$ cat src/design/sha_pkg.sv
// Shared types, constants and round functions for the SHA-256 stream hasher.
package sha_pkg;

	localparam int QueueDepth = 4;
	localparam int QueueAw    = $clog2(QueueDepth);
	localparam int QueueCntW  = $clog2(QueueDepth + 1);

	localparam logic [5:0] BlockLast  = 6'd63;
	localparam logic [5:0] LenPos     = 6'd56;
	localparam logic [5:0] RoundLast  = 6'd63;
	localparam logic [4:0] DigestLast = 5'd31;
	localparam logic [7:0] PadMark    = 8'h80;

	typedef enum logic {
		KIND_DATA   = 1'b0,
		KIND_FINISH = 1'b1
	} kind_t;

	typedef struct packed {
		logic       kind;
		logic [7:0] data_byte;
	} item_t;

	typedef enum logic [2:0] {
		ST_IDLE,
		ST_PAD,
		ST_ROUND,
		ST_ADD,
		ST_OUT
	} st_t;

	localparam logic [31:0] InitH [8] = '{
		32'h6a09e667, 32'hbb67ae85, 32'h3c6ef372, 32'ha54ff53a,
		32'h510e527f, 32'h9b05688c, 32'h1f83d9ab, 32'h5be0cd19
	};

	localparam logic [31:0] RoundK [64] = '{
		32'h428a2f98, 32'h71374491, 32'hb5c0fbcf, 32'he9b5dba5,
		32'h3956c25b, 32'h59f111f1, 32'h923f82a4, 32'hab1c5ed5,
		32'hd807aa98, 32'h12835b01, 32'h243185be, 32'h550c7dc3,
		32'h72be5d74, 32'h80deb1fe, 32'h9bdc06a7, 32'hc19bf174,
		32'he49b69c1, 32'hefbe4786, 32'h0fc19dc6, 32'h240ca1cc,
		32'h2de92c6f, 32'h4a7484aa, 32'h5cb0a9dc, 32'h76f988da,
		32'h983e5152, 32'ha831c66d, 32'hb00327c8, 32'hbf597fc7,
		32'hc6e00bf3, 32'hd5a79147, 32'h06ca6351, 32'h14292967,
		32'h27b70a85, 32'h2e1b2138, 32'h4d2c6dfc, 32'h53380d13,
		32'h650a7354, 32'h766a0abb, 32'h81c2c92e, 32'h92722c85,
		32'ha2bfe8a1, 32'ha81a664b, 32'hc24b8b70, 32'hc76c51a3,
		32'hd192e819, 32'hd6990624, 32'hf40e3585, 32'h106aa070,
		32'h19a4c116, 32'h1e376c08, 32'h2748774c, 32'h34b0bcb5,
		32'h391c0cb3, 32'h4ed8aa4a, 32'h5b9cca4f, 32'h682e6ff3,
		32'h748f82ee, 32'h78a5636f, 32'h84c87814, 32'h8cc70208,
		32'h90befffa, 32'ha4506ceb, 32'hbef9a3f7, 32'hc67178f2
	};

	function automatic logic [31:0] bsig0(input logic [31:0] x);
		return {x[1:0], x[31:2]} ^ {x[12:0], x[31:13]} ^ {x[21:0], x[31:22]};
	endfunction

	function automatic logic [31:0] bsig1(input logic [31:0] x);
		return {x[5:0], x[31:6]} ^ {x[10:0], x[31:11]} ^ {x[24:0], x[31:25]};
	endfunction

	function automatic logic [31:0] ssig0(input logic [31:0] x);
		return {x[6:0], x[31:7]} ^ {x[17:0], x[31:18]} ^ {3'b000, x[31:3]};
	endfunction

	function automatic logic [31:0] ssig1(input logic [31:0] x);
		return {x[16:0], x[31:17]} ^ {x[18:0], x[31:19]} ^ {10'd0, x[31:10]};
	endfunction

endpackage

$ cat src/design/sha_in_if.sv
// Input channel: message beats carrying kind and data byte.
interface sha_in_if;
	logic       valid;
	logic       ready;
	logic       kind;
	logic [7:0] data_byte;

	modport source(output valid, output kind, output data_byte, input ready);
	modport sink(input valid, input kind, input data_byte, output ready);
endinterface

$ cat src/design/sha_out_if.sv
// Output channel: digest beats carrying one byte and a last flag.
interface sha_out_if;
	logic       valid;
	logic       ready;
	logic [7:0] digest_byte;
	logic       last_byte;

	modport source(output valid, output digest_byte, output last_byte, input ready);
	modport sink(input valid, input digest_byte, input last_byte, output ready);
endinterface

$ cat src/design/sha_queue.sv
// Front end: accepts message beats into a short queue for the hashing engine.
module sha_queue (
	input  logic           clk,
	input  logic           arst_n,
	sha_in_if.sink         msg,
	output sha_pkg::item_t item,
	output logic           item_valid,
	input  logic           item_pop
);
	import sha_pkg::*;

	item_t                mem_q [QueueDepth];
	logic [QueueAw-1:0]   wr_q;
	logic [QueueAw-1:0]   rd_q;
	logic [QueueCntW-1:0] cnt_q;
	logic                 push;
	logic                 pop;

	assign msg.ready  = (cnt_q != QueueCntW'(QueueDepth));
	assign push       = msg.valid && msg.ready;
	assign item_valid = (cnt_q != '0);
	assign pop        = item_pop && item_valid;
	assign item       = mem_q[rd_q];

	always_ff @(posedge clk or negedge arst_n) begin
		if (!arst_n) begin
			wr_q  <= '0;
			rd_q  <= '0;
			cnt_q <= '0;
		end else begin
			if (push) begin
				wr_q <= wr_q + 1'b1;
			end
			if (pop) begin
				rd_q <= rd_q + 1'b1;
			end
			case ({push, pop})
				2'b10:   cnt_q <= cnt_q + 1'b1;
				2'b01:   cnt_q <= cnt_q - 1'b1;
				default: cnt_q <= cnt_q;
			endcase
		end
	end

	always_ff @(posedge clk) begin
		if (push) begin
			mem_q[wr_q] <= '{kind: msg.kind, data_byte: msg.data_byte};
		end
	end

	a_cnt_bound: assert property (@(posedge clk) disable iff (!arst_n)
		cnt_q <= QueueCntW'(QueueDepth))
		else $error("queue count beyond depth");

	a_full_holds: assert property (@(posedge clk) disable iff (!arst_n)
		(cnt_q == QueueCntW'(QueueDepth) && !item_pop) |=> !msg.ready)
		else $error("queue full but ready raised without a pop");

endmodule

$ cat src/design/sha_engine.sv
// Back end: block assembly, padding, 64-round compression and digest output.
module sha_engine (
	input  logic           clk,
	input  logic           arst_n,
	input  sha_pkg::item_t item,
	input  logic           item_valid,
	output logic           item_pop,
	sha_out_if.source      digest
);
	import sha_pkg::*;

	st_t          state_q;
	st_t          state_d;
	logic [60:0]  count_q;
	logic [5:0]   rnd_q;
	logic [4:0]   oidx_q;
	logic         pad_busy_q;
	logic         len_ok_q;
	logic         final_q;
	logic [31:0]  chain_q [8];
	logic [31:0]  v_q [8];
	logic [511:0] blk_q;
	logic [63:0]  len_q;
	logic         ovalid_q;
	logic [7:0]   obyte_q;
	logic         olast_q;

	logic [5:0]   pos;
	logic         shift_en;
	logic [7:0]   shift_byte;
	logic         go_rounds;
	logic         fin_start;
	logic         out_load;
	logic         len_phase;
	logic [31:0]  w0;
	logic [31:0]  w1;
	logic [31:0]  w9;
	logic [31:0]  w14;
	logic [31:0]  wnew;
	logic [31:0]  t1;
	logic [31:0]  t2;
	logic [31:0]  ch;
	logic [31:0]  maj;
	logic [31:0]  sel_word;
	logic [31:0]  sel_shift;

	assign pos       = count_q[5:0];
	assign len_phase = (pos >= LenPos) && len_ok_q;

	assign w0   = blk_q[511:480];
	assign w1   = blk_q[479:448];
	assign w9   = blk_q[223:192];
	assign w14  = blk_q[63:32];
	assign wnew = ssig1(w14) + w9 + ssig0(w1) + w0;

	assign ch  = (v_q[4] & v_q[5]) ^ (~v_q[4] & v_q[6]);
	assign maj = (v_q[0] & v_q[1]) ^ (v_q[0] & v_q[2]) ^ (v_q[1] & v_q[2]);
	assign t1  = v_q[7] + bsig1(v_q[4]) + ch + RoundK[rnd_q] + w0;
	assign t2  = bsig0(v_q[0]) + maj;

	assign sel_word  = chain_q[oidx_q[4:2]];
	assign sel_shift = sel_word >> {~oidx_q[1:0], 3'b000};

	assign digest.valid       = ovalid_q;
	assign digest.digest_byte = obyte_q;
	assign digest.last_byte   = olast_q;

	always_comb begin
		state_d    = state_q;
		item_pop   = 1'b0;
		shift_en   = 1'b0;
		shift_byte = '0;
		go_rounds  = 1'b0;
		fin_start  = 1'b0;
		out_load   = 1'b0;
		case (state_q)
			ST_IDLE: begin
				if (item_valid) begin
					item_pop = 1'b1;
					shift_en = 1'b1;
					if (item.kind == KIND_DATA) begin
						shift_byte = item.data_byte;
					end else begin
						shift_byte = PadMark;
						fin_start  = 1'b1;
						state_d    = ST_PAD;
					end
					if (pos == BlockLast) begin
						go_rounds = 1'b1;
						state_d   = ST_ROUND;
					end
				end
			end
			ST_PAD: begin
				shift_en   = 1'b1;
				shift_byte = len_phase ? len_q[63:56] : 8'h00;
				if (pos == BlockLast) begin
					go_rounds = 1'b1;
					state_d   = ST_ROUND;
				end
			end
			ST_ROUND: begin
				if (rnd_q == RoundLast) begin
					state_d = ST_ADD;
				end
			end
			ST_ADD: begin
				if (final_q) begin
					state_d = ST_OUT;
				end else if (pad_busy_q) begin
					state_d = ST_PAD;
				end else begin
					state_d = ST_IDLE;
				end
			end
			ST_OUT: begin
				out_load = !ovalid_q || digest.ready;
				if (out_load && oidx_q == DigestLast) begin
					state_d = ST_IDLE;
				end
			end
			default: begin
				state_d = ST_IDLE;
			end
		endcase
	end

	always_ff @(posedge clk or negedge arst_n) begin
		if (!arst_n) begin
			state_q    <= ST_IDLE;
			count_q    <= '0;
			rnd_q      <= '0;
			oidx_q     <= '0;
			pad_busy_q <= 1'b0;
			len_ok_q   <= 1'b0;
			final_q    <= 1'b0;
			ovalid_q   <= 1'b0;
			chain_q    <= InitH;
		end else begin
			state_q <= state_d;
			if (shift_en) begin
				count_q <= count_q + 1'b1;
			end
			if (fin_start) begin
				pad_busy_q <= 1'b1;
				len_ok_q   <= (pos < LenPos) || (pos == BlockLast);
			end
			if (go_rounds) begin
				final_q <= (state_q == ST_PAD) && len_ok_q;
				if (state_q == ST_PAD) begin
					len_ok_q <= 1'b1;
				end
			end
			if (state_q == ST_ROUND) begin
				rnd_q <= rnd_q + 1'b1;
			end
			if (state_q == ST_ADD) begin
				for (int i = 0; i < 8; i++) begin
					chain_q[i] <= chain_q[i] + v_q[i];
				end
			end
			if (out_load) begin
				ovalid_q <= 1'b1;
				oidx_q   <= oidx_q + 1'b1;
				if (oidx_q == DigestLast) begin
					chain_q    <= InitH;
					count_q    <= '0;
					pad_busy_q <= 1'b0;
					len_ok_q   <= 1'b0;
					final_q    <= 1'b0;
				end
			end else if (digest.ready) begin
				ovalid_q <= 1'b0;
			end
		end
	end

	always_ff @(posedge clk) begin
		if (shift_en) begin
			blk_q <= {blk_q[503:0], shift_byte};
		end else if (state_q == ST_ROUND) begin
			blk_q <= {blk_q[479:0], wnew};
		end
		if (go_rounds) begin
			v_q <= chain_q;
		end else if (state_q == ST_ROUND) begin
			v_q[0] <= t1 + t2;
			v_q[1] <= v_q[0];
			v_q[2] <= v_q[1];
			v_q[3] <= v_q[2];
			v_q[4] <= v_q[3] + t1;
			v_q[5] <= v_q[4];
			v_q[6] <= v_q[5];
			v_q[7] <= v_q[6];
		end
		if (fin_start) begin
			len_q <= {count_q, 3'b000};
		end else if (state_q == ST_PAD && len_phase) begin
			len_q <= {len_q[55:0], 8'h00};
		end
		if (out_load) begin
			obyte_q <= sel_shift[7:0];
			olast_q <= (oidx_q == DigestLast);
		end
	end

	a_rnd_rest: assert property (@(posedge clk) disable iff (!arst_n)
		state_q != ST_ROUND |-> rnd_q == '0)
		else $error("round counter not at rest outside compression");

	a_out_after_finish: assert property (@(posedge clk) disable iff (!arst_n)
		state_q == ST_OUT |-> pad_busy_q && len_ok_q)
		else $error("digest output without a finished message");

	a_last_clears: assert property (@(posedge clk) disable iff (!arst_n)
		(out_load && oidx_q == DigestLast) |=>
			(count_q == '0 && state_q == ST_IDLE && olast_q))
		else $error("message state not cleared after last digest beat");

endmodule

$ cat src/design/sha256_stream_hasher_top.sv
// Top level of the SHA-256 byte stream hasher.
// Absorb: a data beat enters the 4-entry queue and is absorbed while the engine is idle;
// every 64th byte starts a compression: 64 rounds on one round unit plus the chaining add.
// Finish: the pad mark and zero bytes up to the block end, then a compression; from pos 56
// up, one more pad block and a second compression. The add leads to ST_OUT, which loads
// the digest into the output register. Throughput: 32 digest beats, one per cycle when the
// sink is ready. Reset (arst_n low) empties the queue, loads InitH, zeroes the count.
module sha256_stream_hasher_top (
	input  logic      clk,
	input  logic      arst_n,
	sha_in_if.sink    msg,
	sha_out_if.source digest
);
	import sha_pkg::*;

	item_t item;
	logic  item_valid;
	logic  item_pop;

	sha_queue u_queue (
		.clk        (clk),
		.arst_n     (arst_n),
		.msg        (msg),
		.item       (item),
		.item_valid (item_valid),
		.item_pop   (item_pop)
	);

	sha_engine u_engine (
		.clk        (clk),
		.arst_n     (arst_n),
		.item       (item),
		.item_valid (item_valid),
		.item_pop   (item_pop),
		.digest     (digest)
	);

endmodule

$ cat src/flat_wrapper.sv
// flat-port wrapper written by rule: the top's interface ports become plain ports
module sha256_stream_hasher_top_flat import sha_pkg::*;
  (clk, arst_n, msg_valid, msg_kind, msg_data_byte, msg_ready, digest_valid, digest_digest_byte, digest_last_byte, digest_ready);
  sha_in_if msg_i ();
  sha_out_if digest_i ();
  input  logic clk;
  input  logic arst_n;
  input wire logic [$bits(msg_i.valid)-1:0] msg_valid;
  input wire logic [$bits(msg_i.kind)-1:0] msg_kind;
  input wire logic [$bits(msg_i.data_byte)-1:0] msg_data_byte;
  output wire logic [$bits(msg_i.ready)-1:0] msg_ready;
  output wire logic [$bits(digest_i.valid)-1:0] digest_valid;
  output wire logic [$bits(digest_i.digest_byte)-1:0] digest_digest_byte;
  output wire logic [$bits(digest_i.last_byte)-1:0] digest_last_byte;
  input wire logic [$bits(digest_i.ready)-1:0] digest_ready;
  assign msg_i.valid = msg_valid;
  assign msg_i.kind = msg_kind;
  assign msg_i.data_byte = msg_data_byte;
  assign msg_ready = msg_i.ready;
  assign digest_valid = digest_i.valid;
  assign digest_digest_byte = digest_i.digest_byte;
  assign digest_last_byte = digest_i.last_byte;
  assign digest_i.ready = digest_ready;
  sha256_stream_hasher_top u_core (.clk(clk), .arst_n(arst_n), .msg(msg_i), .digest(digest_i));
endmodule
$ cat config.mk
export PLATFORM = sky130hd
export DESIGN_NAME = sha256_stream_hasher_top_flat
export DESIGN_NICKNAME = d
export VERILOG_FILES = /design/src/design/sha_pkg.sv /design/src/design/sha_in_if.sv /design/src/design/sha_out_if.sv /design/src/design/sha_queue.sv /design/src/design/sha_engine.sv /design/src/design/sha256_stream_hasher_top.sv /design/src/flat_wrapper.sv
export SDC_FILE = /design/constraint.sdc
export NUM_CORES = 2
export LEC_CHECK = 0
export BUFFER_PORTS_ARGS = -buffer_cell sky130_fd_sc_hd__buf_4
export CORE_MARGIN = 2
export CORE_UTILIZATION = 55
export CTS_CLUSTER_SIZE = 40
export DETAILED_ROUTE_END_ITERATION = 10
export PLACE_DENSITY_LB_ADDON = 0.25
export SLEW_MARGIN = 15
export SYNTH_ARGS = -nofsm -noshare
export SYNTH_HDL_FRONTEND = slang
export SYNTH_SLANG_ARGS = --single-unit
$ cat constraint.sdc
create_clock -name clk -period 23.7 [get_ports clk]
set_input_delay 1.185 -clock clk [delete_from_list [all_inputs] [get_ports clk]]
set_output_delay 1.185 -clock clk [all_outputs]
set_load 0.02 [all_outputs]
==> metrics <==
outcome finished clean; Leak 0.03725 uW; fmax 98.74 MHz; Main synth FF type edfxtp_1; total track usage 32.47%; crit path capture type register; skew final 62.21 ps; I/O Buffers 23; htree depth 4; Syn Std Cell Area 80140 um^2; final hold violation count 0; top-area cell type share of the netlist area 32.75%; Crit-path slowest cell dfrtp_1; clock sinks 1216; # hold bufs at CTS 0; CTS clk-pin slew, worst paths 60 ps; Yosys top cell by area edfxtp_1; post-route ant nets 0; detailed-route via count 63070; Post-synth ARST share 28.13%; layout net count 8993; WP data arrival 10610 ps; unrepaired setup endpoints after global routing no; max-cap viol count 0; peak supply drop 0.07292 mV; Syn-to-layout area delta 7.455%; post-CTS setup buffer count 0; Mapped Cells 8627; drt first-iter violations 7239; GRT overflow 0; die span in x 385.7 um; GPL Wtd Cong 0.9991; wire length per cell 23.24 um; distinct cell type count of the synthesized netlist 96; Final HPWL DP 173.7 mm; Final Max Slew Viols 0; pwr/cell area 52.22 nW/um^2; worst skew pair latency 800 ps; vias in the first global route 59520; Post-Syn Nets 9242; worst min-delay path class input port to async pin; critical path's largest stage delay 850 ps; DIE AREA 148800 um^2; top-level port count 24; Tcrit/Tclk final 42.73%; flops & latches, synth 1216; placed insts 10150; first-pass GRT wire length 366.9 mm; post-route setup slack 13570 ps; final setup vio count 0; Avg Inst Size Synth 9.289 um^2; DRT Pass-1 Iters 7; DR DRC count 0; fin util 59.30%; count of standard-cell rows 140; ratio of cells with drive above 1 in the final layout 7.030%; Core Footprint 145200 um^2; setup_tns 0 ps; CTS Root Buffer Type clkbuf_16; worst slew pin tran 1234 ps; post-place setup slack 13850 ps; largest net degree at the start of global routing 235; vias per cell 6.059; Clock Path Buffers 3; Num CTS Buffers 139; commonest non-fill, non-tap cell in the layout nand2_1; antenna violations before repair 8; drt total wl 241.9 mm; Final Non-Filler Cells 10410; CP Launch Type register; Die Ht 385.7 um; number of flops mapped to enable cells by yosys 874; post-cts gate resize count 0; warnings from Yosys 0; commonest cells after routing, fill and taps aside nand2_1, edfxtp_1, a21oi_1, ha_1, xnor2_1; Initial Util 55.19%; fin crit period 10130 ps; CTS tree built; largest cells by area after synthesis edfxtp_1, nand2_1, dfrtp_1; most frequent CP cell o21ai_0; crit path kind register to register; worst rel slew slack 17.76%; sequential element share of the synthesized area 43.64%; CP max FO 20; CP Data Required Time 24180 ps; number of diodes 0
flip-flops by register name, indices dropped and copies added, names as in the netlist:
register	cells
u_core.u_engine.blk_q	512
u_core.u_engine.chain_q	256
u_core.u_engine.v_q	256
u_core.u_engine.count_q	61
u_core.u_engine.len_q	61
u_core.u_queue.mem_q	36
u_core.u_engine.digest.digest_byte	8
u_core.u_engine.rnd_q	6
u_core.u_engine.oidx_q	5
u_core.u_engine.state_q	3
u_core.u_queue.cnt_q	3
u_core.u_queue.rd_q	2
u_core.u_queue.wr_q	2
u_core.u_engine.digest.last_byte	1
u_core.u_engine.digest.valid	1
u_core.u_engine.final_q	1
u_core.u_engine.len_ok_q	1
u_core.u_engine.pad_busy_q	1
final cells by class:
type                            instances  area (um^2)
Inverter                              393         1475
Sequential cell                      1216        34990
Tap cell                             1917         2399
Multi-Input combinational cell       6537        41970
Timing Repair Buffer                   91        765.7
Fill cell                           12380        59100
Clock buffer                          181         3727
Clock inverter                         74        787.0
final timing paths:
kind,start,endpoint,slack (ps),depth (start not counted)
min,arst_n,u_core.u_engine.chain_q[197],350,1
max reg2reg,u_core.u_engine.rnd_q[0],u_core.u_engine.v_q[255],13570,35
min reg2reg,u_core.u_queue.cnt_q[0],u_core.u_queue.cnt_q[0],500,1
max in group asynchronous,arst_n,u_core.u_engine.chain_q[85],20380,4
max,u_core.u_engine.rnd_q[0],u_core.u_engine.v_q[255],13570,35
min in group clk,u_core.u_queue.cnt_q[0],u_core.u_queue.cnt_q[0],500,1
per-layer routing:
| metal | wire (um) | global-route usage, % | up-vias |
|---|---|---|---|
| li1 | - | - | 29090 |
| met1 | 105600 | 48.00 | 30820 |
| met2 | 102900 | 46.71 | 2726 |
| met3 | 24690 | 7.683 | 421 |
| met4 | 8698 | 11.19 | 8 |
| met5 | 57 | 0 | - |
logic make-up after synthesis:
logic type / Yosys count / synth area share (%)
AOI/OAI and AO/OA: 1603 / 12.53
buffers and inverters: 874 / 4.095
xor gates and xnor gates: 620 / 6.793
adders and majority gates: 604 / 11.26
muxes: 158 / 3.502
DFF: 1216 / 43.64
and+or+nand+nor: 3552 / 18.17
per-stage QoR:
step | area (um^2) | total power, uW | hold WS, ps
finish | 86110 | 4497 | 345.4
global route | 86110 | 4611 | 369.5
CTS | 86110 | 4529 | 326.3
detailed placement | 81600 | 2378 | 480.9
global placement | 81600 | 2375 | 477.5
floorplan | 80140 | 2350 | 456.1
report_power, final:
group          internal, uW  total [uW]  leakage [uW]  switching, uW
combinational          15.1        50.5        0.0223           35.4
sequential             2280        2280        0.0127           5.70
clock                  1220        2160       0.00219            939
total                  3520        4500        0.0373            980
synth_stat cells, types with 50 or more instances:
cell type / number
dfrtp_1: 206
and3_1: 57
o211ai_1: 99
xnor2_1: 404
a21oi_1: 495
dfstp_2: 136
ha_1: 406
fa_1: 196
nand3_1: 125
nor2b_1: 50
nand2b_1: 65
clkbuf_1: 436
xor2_1: 215
nor3_1: 70
nand2_1: 2686
nor2_1: 318
o21ai_0: 383
edfxtp_1: 874
mux4_2: 96
a21o_1: 201
inv_1: 391
worst max-delay path: cells and delay by family, from the launching register on:
family                     cells  cell delay, ps
AOI/OAI and AO/OA             15            3190
and+or+nand+nor                7            1490
xor gates and xnor gates       2             590
buffers and inverters          5             940
DFF                            1             850
adders and majority gates      6            2810
(Power assumes the default switching activity.)
